**config.mk**
```make
export PLATFORM = sky130hd
export DESIGN_NAME = mpeg4_matrix_quantizer_flat
export DESIGN_NICKNAME = d
export VERILOG_FILES = /design/src/mmq_pkg.sv /design/src/mmq_if.sv /design/src/mpeg4_matrix_quantizer.sv /design/src/mmq_front.sv /design/src/mmq_queue.sv /design/src/mmq_back.sv /design/src/flat_wrapper.sv
export SDC_FILE = /design/constraint.sdc
export NUM_CORES = 2
export LEC_CHECK = 0
export BUFFER_PORTS_ARGS = -buffer_cell sky130_fd_sc_hd__buf_2
export CORE_AREA = 2 2 283 285
export CTS_BUF_LIST = sky130_fd_sc_hd__clkbuf_4 sky130_fd_sc_hd__clkbuf_8
export DETAILED_ROUTE_END_ITERATION = 10
export DIE_AREA = 0 0 285 287
export GPL_ROUTABILITY_DRIVEN = 0
export HOLD_SLACK_MARGIN = 0.1
export MAX_ROUTING_LAYER = met4
export PLACE_DENSITY_LB_ADDON = 0.12
export SLEW_MARGIN = 0
export SYNTH_ARGS = -nofsm -noshare
export SYNTH_HDL_FRONTEND = slang
export SYNTH_SLANG_ARGS = --single-unit
export TNS_END_PERCENT = 5
```
**constraint.sdc**
```tcl
create_clock -name clk -period 8.19 [get_ports clk]
set_input_delay 0.819 -clock clk [delete_from_list [all_inputs] [get_ports clk]]
set_output_delay 0.819 -clock clk [all_outputs]
set_load 0.01 [all_outputs]
```
**src/mmq_pkg.sv**
```systemverilog
// shared types and constants of the matrix quantizer
package mmq_pkg;

    localparam int CoefsPerBlock = 64;
    localparam int PosWidth      = $clog2(CoefsPerBlock);
    localparam int QueueDepth    = 2;
    localparam int DivSteps      = 16;

    typedef enum logic [2:0] {
        ACT_LOAD    = 3'd0,
        ACT_QINTRA  = 3'd1,
        ACT_QINTER  = 3'd2,
        ACT_DQINTRA = 3'd3,
        ACT_DQINTER = 3'd4
    } action_t;

    typedef enum logic [2:0] {
        ST_IDLE,
        ST_SCALE,
        ST_PREP,
        ST_DIV,
        ST_FIN
    } back_state_t;

    // one classified coefficient request on its way to the back end
    typedef struct packed {
        action_t            act;
        logic signed [11:0] coef;
        logic [4:0]         qscale;
        logic [7:0]         weight;
        logic [5:0]         dcs;
        logic               row_on;
        logic               first;
        logic               last;
    } mmq_op_t;

endpackage

```
**src/mmq_if.sv**
```systemverilog
// request channels of the matrix quantizer
interface mmq_in_if;
    logic               valid;
    logic               ready;
    logic [2:0]         action;
    logic signed [11:0] coefficient;
    logic [5:0]         weight_index;
    logic [7:0]         weight_value;
    logic [4:0]         quant_scale;
    logic [5:0]         dc_scale;
    logic [7:0]         row_mask;
    modport source (output valid, action, coefficient, weight_index, weight_value,
                    quant_scale, dc_scale, row_mask, input ready);
    modport sink (input valid, action, coefficient, weight_index, weight_value,
                  quant_scale, dc_scale, row_mask, output ready);
endinterface

interface mmq_out_if;
    logic               valid;
    logic               ready;
    logic signed [15:0] coefficient_out;
    logic               last;
    logic [20:0]        abs_sum;
    modport source (output valid, coefficient_out, last, abs_sum, input ready);
    modport sink (input valid, coefficient_out, last, abs_sum, output ready);
endinterface

interface mmq_cfg_if;
    logic valid;
    logic ready;
    logic intra_table;
    modport source (output valid, intra_table, input ready);
    modport sink (input valid, intra_table, output ready);
endinterface

```
**src/mpeg4_matrix_quantizer.sv**
```systemverilog
// top level of the matrix quantizer
//  channel | direction | payload
//  in_ch   | in        | action, coefficient, weight_index/value, scales, row_mask
//  out_ch  | out       | coefficient_out, last, abs_sum
//  cfg     | in        | intra_table
// quantization runs each coefficient through the 16-step shared divider in the back end
// (the divider is skipped when the divisor is zero)
// dequantization runs each coefficient through load, scale, product and finish steps
// load_weight requests write the weight store directly
// a two-entry queue lets the front keep accepting while the back end works or stalls
// reset clears position, sums and control; the weight store holds nothing until loaded
module mpeg4_matrix_quantizer
    import mmq_pkg::*;
(
    input  logic      clk,
    input  logic      rst_n,
    mmq_in_if.sink    in_ch,
    mmq_out_if.source out_ch,
    mmq_cfg_if.sink   cfg
);

    logic    intra_table_reg;
    mmq_op_t front_op, queue_op;
    logic    front_valid, front_ready, queue_valid, queue_ready;

    // configuration register
    assign cfg.ready = 1'b1;
    always_ff @(posedge clk or negedge rst_n)
    begin
        if (!rst_n)
            intra_table_reg <= 1'b0;
        else if (cfg.valid)
            intra_table_reg <= cfg.intra_table;
    end

    mmq_front u_front (
        .clk      (clk),
        .rst_n    (rst_n),
        .in_ch    (in_ch),
        .op       (front_op),
        .op_valid (front_valid),
        .op_ready (front_ready)
    );

    mmq_queue u_queue (
        .clk        (clk),
        .rst_n      (rst_n),
        .push_op    (front_op),
        .push_valid (front_valid),
        .push_ready (front_ready),
        .pop_op     (queue_op),
        .pop_valid  (queue_valid),
        .pop_ready  (queue_ready)
    );

    mmq_back u_back (
        .clk         (clk),
        .rst_n       (rst_n),
        .intra_table (intra_table_reg),
        .op          (queue_op),
        .op_valid    (queue_valid),
        .op_ready    (queue_ready),
        .out_ch      (out_ch)
    );

endmodule

```
**src/mmq_front.sv**
```systemverilog
// front end: weight store, block position and request classification
module mmq_front
    import mmq_pkg::*;
(
    input  logic          clk,
    input  logic          rst_n,
    mmq_in_if.sink        in_ch,
    output mmq_op_t       op,
    output logic          op_valid,
    input  logic          op_ready
);

    logic [7:0]          weight_mem [CoefsPerBlock];
    logic [PosWidth-1:0] pos_reg, pos_next;
    logic                stage_valid_reg, stage_valid_next;
    mmq_op_t             stage_reg;
    logic [7:0]          weight_rd_reg;
    logic                accept, is_load, is_coef, pos_last;

    // decode the incoming request
    always_comb
    begin
        is_load = 1'b0;
        is_coef = 1'b0;
        case (action_t'(in_ch.action)) inside
            ACT_LOAD:                                         is_load = 1'b1;
            ACT_QINTRA, ACT_QINTER, ACT_DQINTRA, ACT_DQINTER: is_coef = 1'b1;
            default:                                          ;
        endcase
    end

    assign in_ch.ready = !stage_valid_reg || op_ready;
    assign accept      = in_ch.valid && in_ch.ready;
    assign pos_last    = (pos_reg == PosWidth'(CoefsPerBlock - 1));

    // position and stage occupancy
    always_comb
    begin
        pos_next         = pos_reg;
        stage_valid_next = stage_valid_reg && !op_ready;
        if (accept && is_coef)
        begin
            pos_next         = pos_last ? '0 : pos_reg + 1'b1;
            stage_valid_next = 1'b1;
        end
    end

    always_ff @(posedge clk or negedge rst_n)
    begin
        if (!rst_n)
        begin
            pos_reg         <= '0;
            stage_valid_reg <= 1'b0;
        end
        else
        begin
            pos_reg         <= pos_next;
            stage_valid_reg <= stage_valid_next;
        end
    end

    // weight store with registered read
    always_ff @(posedge clk)
    begin
        if (accept && is_load)
            weight_mem[in_ch.weight_index] <= in_ch.weight_value;
        if (accept && is_coef)
            weight_rd_reg <= weight_mem[pos_reg];
    end

    // request payload
    always_ff @(posedge clk)
    begin
        if (accept && is_coef)
        begin
            stage_reg.act    <= action_t'(in_ch.action);
            stage_reg.coef   <= in_ch.coefficient;
            stage_reg.qscale <= in_ch.quant_scale;
            stage_reg.weight <= '0;
            stage_reg.dcs    <= in_ch.dc_scale;
            stage_reg.row_on <= in_ch.row_mask[pos_reg[PosWidth-1:3]];
            stage_reg.first  <= (pos_reg == '0);
            stage_reg.last   <= pos_last;
        end
    end

    always_comb
    begin
        op        = stage_reg;
        op.weight = weight_rd_reg;
    end
    assign op_valid = stage_valid_reg;

endmodule

```
**src/mmq_queue.sv**
```systemverilog
// short request queue between front and back end
module mmq_queue
    import mmq_pkg::*;
(
    input  logic    clk,
    input  logic    rst_n,
    input  mmq_op_t push_op,
    input  logic    push_valid,
    output logic    push_ready,
    output mmq_op_t pop_op,
    output logic    pop_valid,
    input  logic    pop_ready
);

    localparam int PtrWidth = $clog2(QueueDepth);

    mmq_op_t               slot_reg [QueueDepth];
    logic [PtrWidth-1:0]   wr_ptr_reg, rd_ptr_reg;
    logic [PtrWidth:0]     count_reg, count_next;
    logic                  do_push, do_pop;

    assign push_ready = (count_reg != (PtrWidth+1)'(QueueDepth));
    assign pop_valid  = (count_reg != '0);
    assign do_push    = push_valid && push_ready;
    assign do_pop     = pop_valid && pop_ready;
    assign pop_op     = slot_reg[rd_ptr_reg];

    always_comb
    begin
        count_next = count_reg;
        if (do_push && !do_pop)
            count_next = count_reg + 1'b1;
        else if (do_pop && !do_push)
            count_next = count_reg - 1'b1;
    end

    // pointers and fill level
    always_ff @(posedge clk or negedge rst_n)
    begin
        if (!rst_n)
        begin
            wr_ptr_reg <= '0;
            rd_ptr_reg <= '0;
            count_reg  <= '0;
        end
        else
        begin
            if (do_push)
                wr_ptr_reg <= (wr_ptr_reg == PtrWidth'(QueueDepth - 1)) ? '0 : wr_ptr_reg + 1'b1;
            if (do_pop)
                rd_ptr_reg <= (rd_ptr_reg == PtrWidth'(QueueDepth - 1)) ? '0 : rd_ptr_reg + 1'b1;
            count_reg <= count_next;
        end
    end

    always_ff @(posedge clk)
    begin
        if (do_push)
            slot_reg[wr_ptr_reg] <= push_op;
    end

endmodule

```
**src/mmq_back.sv**
```systemverilog
// back end: step size, shared divider, dequant product and result register
module mmq_back
    import mmq_pkg::*;
(
    input  logic     clk,
    input  logic     rst_n,
    input  logic     intra_table,
    input  mmq_op_t  op,
    input  logic     op_valid,
    output logic     op_ready,
    mmq_out_if.source out_ch
);

    back_state_t        state_reg, state_next;
    mmq_op_t            op_reg;
    logic [13:0]        step_reg;
    logic [15:0]        num_reg;
    logic [14:0]        rem_reg;
    logic [13:0]        div_reg;
    logic [25:0]        prod_reg;
    logic [3:0]         cnt_reg;
    logic               par_reg;
    logic [20:0]        sum_reg;
    logic               out_valid_reg;
    logic signed [15:0] out_coef_reg;
    logic               out_last_reg;
    logic [20:0]        out_sum_reg;

    logic               is_dc, is_quant, neg, fin_go;
    logic [11:0]        mag;
    logic [16:0]        qbias;
    logic [13:0]        divisor;
    logic [16:0]        numer;
    logic [15:0]        trial;
    logic [25:0]        dq_sum;
    logic [21:0]        dq_val;
    logic signed [15:0] res;
    logic               par_new;
    logic [20:0]        sum_new;

    // operand decode
    assign is_quant = (op_reg.act == ACT_QINTRA) || (op_reg.act == ACT_QINTER);
    assign is_dc    = op_reg.first &&
                      ((op_reg.act == ACT_QINTRA) || (op_reg.act == ACT_DQINTRA));
    assign neg      = op_reg.coef[11];
    assign mag      = neg ? 12'(-op_reg.coef) : 12'(op_reg.coef);
    assign qbias    = intra_table ? ((17'(step_reg) * 17'd3 + 17'd4) >> 3) : '0;
    assign divisor  = is_dc ? 14'(op_reg.dcs) : step_reg;
    assign numer    = is_dc ? (17'(mag) + 17'(op_reg.dcs >> 1)) : ({mag, 4'b0} + qbias);
    assign trial    = {rem_reg, num_reg[15]};

    assign op_ready = (state_reg == ST_IDLE);
    assign fin_go   = (state_reg == ST_FIN) && (!out_valid_reg || out_ch.ready);

    // result formation
    always_comb
    begin
        dq_sum  = prod_reg + ((is_dc || intra_table) ? 26'd0 : 26'(step_reg >> 1));
        dq_val  = is_dc ? dq_sum[21:0] : dq_sum[25:4];
        par_new = op_reg.first ? 1'b0 : par_reg;
        sum_new = op_reg.first ? '0 : sum_reg;
        if (is_quant)
        begin
            res = neg ? -$signed(num_reg) : $signed(num_reg);
        end
        else if (!neg)
        begin
            res = (dq_val > 22'd2047) ? 16'sd2047 : $signed(16'(dq_val));
        end
        else
        begin
            res = (dq_val > 22'd2048) ? -16'sd2048 : -$signed(16'(dq_val));
        end
        if (!is_quant && !is_dc && (op_reg.coef == '0))
            res = '0;
        if (op_reg.act == ACT_DQINTER)
        begin
            if (!op_reg.row_on)
                res = '0;
            par_new = par_new ^ res[0];
            if (op_reg.last && !par_new)
                res[0] = ~res[0];
        end
        if (op_reg.act == ACT_QINTER)
            sum_new = sum_new + 21'(num_reg);
    end

    // sequencer
    always_comb
    begin
        state_next = state_reg;
        unique case (state_reg)
            ST_IDLE:  if (op_valid) state_next = ST_SCALE;
            ST_SCALE: state_next = ST_PREP;
            ST_PREP:  state_next = (is_quant && divisor != '0) ? ST_DIV : ST_FIN;
            ST_DIV:   if (cnt_reg == 4'(DivSteps - 1)) state_next = ST_FIN;
            ST_FIN:   if (fin_go) state_next = ST_IDLE;
            default:  state_next = ST_IDLE;
        endcase
    end

    always_ff @(posedge clk or negedge rst_n)
    begin
        if (!rst_n)
        begin
            state_reg     <= ST_IDLE;
            par_reg       <= 1'b0;
            sum_reg       <= '0;
            out_valid_reg <= 1'b0;
        end
        else
        begin
            state_reg <= state_next;
            if (fin_go)
            begin
                par_reg       <= par_new;
                sum_reg       <= sum_new;
                out_valid_reg <= 1'b1;
            end
            else if (out_ch.ready)
            begin
                out_valid_reg <= 1'b0;
            end
        end
    end

    // datapath registers
    always_ff @(posedge clk)
    begin
        case (state_reg)
            ST_IDLE:
            begin
                op_reg  <= op;
                cnt_reg <= '0;
            end
            ST_SCALE:
                step_reg <= {13'(op_reg.qscale) * 13'(op_reg.weight), 1'b0};
            ST_PREP:
            begin
                prod_reg <= 26'(mag) * 26'(divisor);
                num_reg  <= (divisor != '0) ? numer[15:0] : '0;
                rem_reg  <= '0;
                div_reg  <= divisor;
            end
            ST_DIV:
            begin
                // one quotient bit per cycle
                if (trial >= 16'(div_reg))
                begin
                    rem_reg <= 15'(trial - 16'(div_reg));
                    num_reg <= {num_reg[14:0], 1'b1};
                end
                else
                begin
                    rem_reg <= trial[14:0];
                    num_reg <= {num_reg[14:0], 1'b0};
                end
                cnt_reg <= cnt_reg + 1'b1;
            end
            default:
            begin
                if (fin_go)
                begin
                    out_coef_reg <= res;
                    out_last_reg <= op_reg.last;
                    out_sum_reg  <= (op_reg.last && op_reg.act == ACT_QINTER) ? sum_new : '0;
                end
            end
        endcase
    end

    assign out_ch.valid           = out_valid_reg;
    assign out_ch.coefficient_out = out_coef_reg;
    assign out_ch.last            = out_last_reg;
    assign out_ch.abs_sum         = out_sum_reg;

    a_div_ends: assert property (@(posedge clk) disable iff (!rst_n)
        (state_reg == ST_DIV && cnt_reg == 4'(DivSteps - 1)) |=> (state_reg == ST_FIN))
        else $error("divider did not finish after its last step");

    a_fin_out: assert property (@(posedge clk) disable iff (!rst_n)
        fin_go |=> (state_reg == ST_IDLE && out_valid_reg))
        else $error("finished result not presented");

    a_sum_last: assert property (@(posedge clk) disable iff (!rst_n)
        (out_valid_reg && out_sum_reg != '0) |-> out_last_reg)
        else $error("level sum reported before the last coefficient");

endmodule
```
**src/flat_wrapper.sv**
```systemverilog
// flat-port wrapper written by rule: the top's interface ports become plain ports
module mpeg4_matrix_quantizer_flat import mmq_pkg::*;
  (clk, rst_n, in_ch_valid, in_ch_action, in_ch_coefficient, in_ch_weight_index, in_ch_weight_value, in_ch_quant_scale, in_ch_dc_scale, in_ch_row_mask, in_ch_ready, out_ch_valid, out_ch_coefficient_out, out_ch_last, out_ch_abs_sum, out_ch_ready, cfg_valid, cfg_intra_table, cfg_ready);
  mmq_in_if in_ch_i ();
  mmq_out_if out_ch_i ();
  mmq_cfg_if cfg_i ();
  input  logic clk;
  input  logic rst_n;
  input wire logic [$bits(in_ch_i.valid)-1:0] in_ch_valid;
  input wire logic [$bits(in_ch_i.action)-1:0] in_ch_action;
  input wire logic [$bits(in_ch_i.coefficient)-1:0] in_ch_coefficient;
  input wire logic [$bits(in_ch_i.weight_index)-1:0] in_ch_weight_index;
  input wire logic [$bits(in_ch_i.weight_value)-1:0] in_ch_weight_value;
  input wire logic [$bits(in_ch_i.quant_scale)-1:0] in_ch_quant_scale;
  input wire logic [$bits(in_ch_i.dc_scale)-1:0] in_ch_dc_scale;
  input wire logic [$bits(in_ch_i.row_mask)-1:0] in_ch_row_mask;
  output wire logic [$bits(in_ch_i.ready)-1:0] in_ch_ready;
  output wire logic [$bits(out_ch_i.valid)-1:0] out_ch_valid;
  output wire logic [$bits(out_ch_i.coefficient_out)-1:0] out_ch_coefficient_out;
  output wire logic [$bits(out_ch_i.last)-1:0] out_ch_last;
  output wire logic [$bits(out_ch_i.abs_sum)-1:0] out_ch_abs_sum;
  input wire logic [$bits(out_ch_i.ready)-1:0] out_ch_ready;
  input wire logic [$bits(cfg_i.valid)-1:0] cfg_valid;
  input wire logic [$bits(cfg_i.intra_table)-1:0] cfg_intra_table;
  output wire logic [$bits(cfg_i.ready)-1:0] cfg_ready;
  assign in_ch_i.valid = in_ch_valid;
  assign in_ch_i.action = in_ch_action;
  assign in_ch_i.coefficient = in_ch_coefficient;
  assign in_ch_i.weight_index = in_ch_weight_index;
  assign in_ch_i.weight_value = in_ch_weight_value;
  assign in_ch_i.quant_scale = in_ch_quant_scale;
  assign in_ch_i.dc_scale = in_ch_dc_scale;
  assign in_ch_i.row_mask = in_ch_row_mask;
  assign in_ch_ready = in_ch_i.ready;
  assign out_ch_valid = out_ch_i.valid;
  assign out_ch_coefficient_out = out_ch_i.coefficient_out;
  assign out_ch_last = out_ch_i.last;
  assign out_ch_abs_sum = out_ch_i.abs_sum;
  assign out_ch_i.ready = out_ch_ready;
  assign cfg_i.valid = cfg_valid;
  assign cfg_i.intra_table = cfg_intra_table;
  assign cfg_ready = cfg_i.ready;
  mpeg4_matrix_quantizer u_core (.clk(clk), .rst_n(rst_n), .in_ch(in_ch_i), .out_ch(out_ch_i), .cfg(cfg_i));
endmodule
```
### Word level (Yosys, flattened, before mapping)

Memories as Yosys holds them, arrays and structs flattened. A register that Yosys moved wholly into a read port is not among the register bits.
Cells that the tools add are included.

| word-level totals | value |
|---|---|
| flip-flop bits (word level) | 193 |
| word-level logic and storage cells | 161 |
| bits in writable memories | 586 |
| latch bits | 0 |
| bits of input ports | 54 |
| memories kept | 2 |
| ROM bits | 0 |

| cells by class | value |
|---|---|
| eq/ne operators | 18 |
| reductions and logical operators | 42 |
| add/subtract/negate cells | 15 |
| div/mod/pow operators | 0 |
| muxes and demuxes | 48 |
| $mul | 3 |
| magnitude comparators | 4 |
| shift-type cells | 0 |
| bitwise operators | 3 |

Memories:

| name | depth | bits a word | rd ports | clocked after memory_dff | write ports | line | text |
|---|---|---|---|---|---|---|---|
| u_core.u_front.weight_mem | 64 | 8 | 1 | 1 | 1 | mmq_front.sv:13 | `logic [7:0] weight_mem [CoefsPerBlock];` |
| u_core.u_queue.slot_reg | 2 | 37 | 1 | 1 | 1 | mmq_queue.sv:17 | `mmq_op_t slot_reg [QueueDepth];` |

Operator list:

| kind | count |
|---|---|
| two-way mux 16 bit | 11 |
| two-way mux 21 bit | 2 |
| negator 16 bit | 2 |
| case mux 16 bit (2 select lines) | 1 |
| case mux 15 bit (2 select lines) | 1 |
| two-way mux 14 bit | 2 |
| adder 26 x 13 -> 26 bit | 1 |
| multiplier 12 x 14 -> 26 bit | 1 |
| > comparator 22 x 11 -> 1 bit (second input constant) | 1 |
| > comparator 22 x 12 -> 1 bit (second input constant) | 1 |
| two-way mux 22 bit | 1 |
| adder 21 x 16 -> 21 bit | 1 |
| equality test 3 x 2 -> 1 bit (second input constant) | 6 |
| adder 16 x 3 -> 17 bit (second input constant) | 1 |
| two-way mux 1 bit | 17 |
| adder 16 x 14 -> 16 bit | 1 |
| >= comparator 16 x 14 -> 1 bit | 1 |
| logical AND 1 bit | 15 |
| multiplier 13 x 2 -> 15 bit (second input constant) | 1 |
| two-way mux 15 bit | 1 |
| case mux 3 bit (5 select lines) | 1 |
| subtractor 15 x 14 -> 15 bit | 1 |
| nonzero test 14 bit | 1 |
| adder 12 x 5 -> 13 bit | 1 |
| other kinds (31) | 61 |

### Logic depth before layout (Yosys ltp)

| logic depth | value |
|---|---|
| word-level depth | 19 |
| mapped depth | 31 |

### By module

Synthesis repeated with hierarchy kept, for this count alone.

| unflattened totals | value |
|---|---|
| cells, all modules | 3136 |
| area, all modules | 42956.2 um2 |

By module, submodules not included:

| module | seq. area each (um2) | times used | area each (um2) | cells each |
|---|---|---|---|---|
| mmq_front | 16661.0 | 1 | 21217.8 | 980 |
| mmq_back | 5545.3 | 1 | 18740.5 | 2019 |
| mmq_queue | 2322.2 | 1 | 2946.6 | 133 |
| mpeg4_matrix_quantizer | 25.0 | 1 | 51.3 | 4 |

### Worst setup path after synthesis

OpenSTA, ideal clock, no wires.

| timing | value |
|---|---|
| kind | register -> register |
| from | register u_core.u_back.op_reg[1] (netlist name) |
| to | register u_core.u_back.prod_reg[25] (data pin) |
| stages on the path, launching flop included | 31 |
| required time | 7.922 ns |
| clock period less this slack | 7.612 ns |
| slack | 0.578 ns |
| data arrival time | 7.344 ns |
| setup time | 0.268 ns |
| path through | edfxtp_1 nand2_1 or2_0 clkbuf_1 buf_2 buf_2 clkbuf_1 clkbuf_1 nand2_1 clkinv_1 nand2_1 fa_1 fa_1 inv_1 fa_1 fa_1 inv_1 fa_1 inv_1 ha_1 a21o_1 a21o_1 a21o_1 a21oi_1 a21oi_1 o41ai_1 a21boi_0 o21a_1 o21a_1 o41ai_1 xnor2_1 |

| between the ends | value |
|---|---|
| longest elaborated chain between the ends | 3 |

Ends and longest elaborated chain:

| element | line | text |
|---|---|---|
| logical AND 1 bit | mmq_back.sv:43 | `assign is_dc = op_reg.first &&` |
| two-way mux 14 bit | mmq_back.sv:48 | `assign divisor = is_dc ? 14'(op_reg.dcs) : step_reg;` |
| net u_core.u_back.divisor[6] | mmq_back.sv:32 | `logic [13:0] divisor;` |
| multiplier 12 x 14 -> 26 bit | mmq_back.sv:140 | `prod_reg <= 26'(mag) * 26'(divisor);` |
| end signal, assigned | mmq_back.sv:140 |  |
| end, declared | mmq_back.sv:20 | `logic [25:0] prod_reg;` |

The timed path passes the listed nets, and every way through them passes these cells.
A chain may end at the register's enable or synchronous reset.

### Worst setup path after layout

| timing | value |
|---|---|
| from | register u_core.u_back.op_reg[22] (netlist name) |
| to | register u_core.u_back.prod_reg[25] (data pin) |

| between the ends | value |
|---|---|
| longest elaborated chain between the ends | 3 |

Ends and longest elaborated chain:

| element | line | text |
|---|---|---|
| negator 12 bit | mmq_back.sv:46 | `assign mag = neg ? 12'(-op_reg.coef) : 12'(op_reg.coef);` |
| two-way mux 12 bit (*) | mmq_back.sv:46 |  |
| multiplier 12 x 14 -> 26 bit (*) | mmq_back.sv:140 |  |

Mark *: on every way between the ends. The rest lies on a longest branch, timed or not.

==> results.md <==
- Commonest non-fill, non-tap cell in the layout: edfxtp_1
- Crit path max-delay cell type: or4b_2
- Share of cells above drive strength 1: 0.185
- Yosys cell types: 92
- Synth top area cells: edfxtp_1, mux4_2, fa_1
- Sequential area share after synthesis: 0.570
- CTS root buf: clkbuf_8
- Post-CTS Hold Fix Bufs: 0
- Clock H-tree levels: 4
- Critical Path Sink Type: register
- Worst R2R Start: u_core.u_back.op_reg[22]
- FF+latch count, synth: between 800 and 900
- Largest net degree at the start of global routing: roughly 110
- Status: finished clean
- Hold Fails Final Rpt: 0
- CP dominant cell by count: fa_1
- Num CTS Buffers: about 140
- Post-Synthesis Cells: 3,068
- Initial core utilization: 0.548
- Worst path max stage delay: between 0.7 and 0.8 ns
- Hold Path Class: input port to async pin
- # setup viols final: 0
- DR WL/cell: 22.8 um
- Worst slew pin tran: 1.27 ns
- Final routed DRC violation total: 0
- Post-synth top flop: edfxtp_1
- Routed Antenna Nets: 0
- Syn. warnings: 0
- Fillers: ~6,000
- Final WL: 100 mm
- Avg Inst Size Synth: between 10 and 15 um^2
- Core Area: 78,600 um^2
- Horiz. Die Dim: around 290 um
- Clk buf depth: 3
- Top cell type's share of synthesized area: 0.548
- Post-cts resize count: 0
- Ports: 95
- Max reg flops: between 500 and 600
- CTS tree: done
- Worst Path Max Fanout: 11
- Most frequent cells in the layout: edfxtp_1, inv_1, nor2_1
- Slew Viols, Final: 0
- Global Route Usage Sum: 0.257
- First-pass GRT wire length: about 150 mm
- Area Growth Syn to Fin: 10.2%
- Skew final: 0.0573 ns
- Pre-antenna DRT Iters: 6
- Nets: between 3,000 and 4,000
- Worst EP arrival: roughly 8.3 ns
- Worst EP required: approximately 8.7 ns
- Postcts setup bufs: 0
- Vias in the first global route: between 20,000 and 30,000
- PortBufs: 93
- Syn_nets: between 3,000 and 4,000
- Clock tree sinks: just over 800
- Clk slew on worst S/H paths: roughly 0.06 ns
- Ys async rst share: 0.0461
- Die area: approximately 80,000 um^2
- Critical path type: register to register
- Core Rows: slightly above 100
- Die height: 287 um
- Crit path from: u_core.u_back.op_reg[22]
- Final HPWL from detailed placement: approximately 70 mm
- Hold_ws: between 0.15 and 0.2 ns
- Worst relative slew slack: 0.147
- Final min period: 7.74 ns
- Clk_lat worst skew: 0.80 ns
- Via density: between 5 and 6
- Antenna violations before repair: 1
- Initial DRC Count: around 2,100
- Type of origin of the critical path: register
- Family with the most delay on the worst path: adder cells
- Cell Area, Synth: ~43,000 um^2
- CP Buf/Inv Count: 6
- GR Overflow Total: 0
- Number of flops mapped to enable cells by yosys: about 790
- Via Count: approximately 26,000
- Period utilisation layout: 0.946
- FMAX: 0.129 GHz
- Max-cap violations: 0
- Synth area leader: edfxtp_1
per-layer routing:
metal	global-route usage	share of wire	wire (um)	up-vias
li1	-	-	-	11600
met1	0.317	0.40	39600	13100
met2	0.429	0.51	50800	909
met3	0.0383	0.056	5620	229
met4	0.105	0.040	3960	0
met5	-	0	0	-
per-stage QoR:
stage / worst slack (ns) / instances / area (um^2) / setup TNS (ns) / util
after global placement: 0.443 / 4142 / 44800 / 0 / 0.570
after CTS: 0.258 / 4379 / 47500 / 0 / 0.604
after global routing: -0.00969 / 4381 / 47500 / -0.00969 / 0.604
final: 0.445 / 4381 / 47500 / 0 / 0.604
after detailed placement: 0.331 / 4142 / 44800 / 0 / 0.570
after floorplan: 0.578 / 3068 / 43100 / 0 / -
cell usage after synthesis, drive strengths merged, types with 38 or more instances:
| master | count |
|---|---|
| edfxtp | 786 |
| mux4 | 170 |
| nand3 | 46 |
| o21ai | 90 |
| ha | 165 |
| clkbuf | 86 |
| a21oi | 89 |
| fa | 144 |
| nor2 | 246 |
| xnor2 | 99 |
| inv | 261 |
| dfrtp | 38 |
| and2 | 55 |
| mux2 | 41 |
| nand2 | 239 |
| nor3 | 40 |
cell type report:
| cell class | instances | area [um^2] | area share |
|---|---|---|---|
| flip-flops and latches | 824 | 24600 | 0.517 |
| multi-input cells | 1863 | 17100 | 0.361 |
| clock buffers | 185 | 2280 | 0.0480 |
| well taps | 1050 | 1310 | 0.0277 |
| inverters | 272 | 1020 | 0.0215 |
| repair buffers | 133 | 778 | 0.0164 |
| clock inverters | 52 | 384 | 0.00809 |
| diodes | 2 | 5.00 | 0.000105 |
cells by family (layout without fill, tap and decap cells):
group | count (synthesis) | after routing | share of synthesized area
flops | 824 | 824 | 0.570
simple gates | 800 | 800 | 0.0876
compound gates | 392 | 392 | 0.0632
buf+inv | 381 | 642 | 0.0336
fa+ha+maj | 309 | 309 | 0.115
mux | 225 | 225 | 0.103
xor+xnor | 136 | 136 | 0.0277
other cells | 1 | 3 | 0.0000871
final timing paths:
kind                                                   to  slack, ns  cells after the start
setup / recovery               u_core.u_back.prod_reg[25]       0.45                     27
hold / removal                  u_core.u_back.sum_reg[14]       0.17                      1
setup reg to reg               u_core.u_back.prod_reg[25]       0.45                     27
hold reg to reg            u_core.u_queue.slot_reg[1][29]       0.45                      0
max in group asynchronous       u_core.u_front.pos_reg[1]       7.30                      1
min in group clk                    u_core.u_front.op[33]       0.19                      1
Power is not shown: default switching activity piles up to over one toggle a cycle in this logic, so the estimate is an artifact.
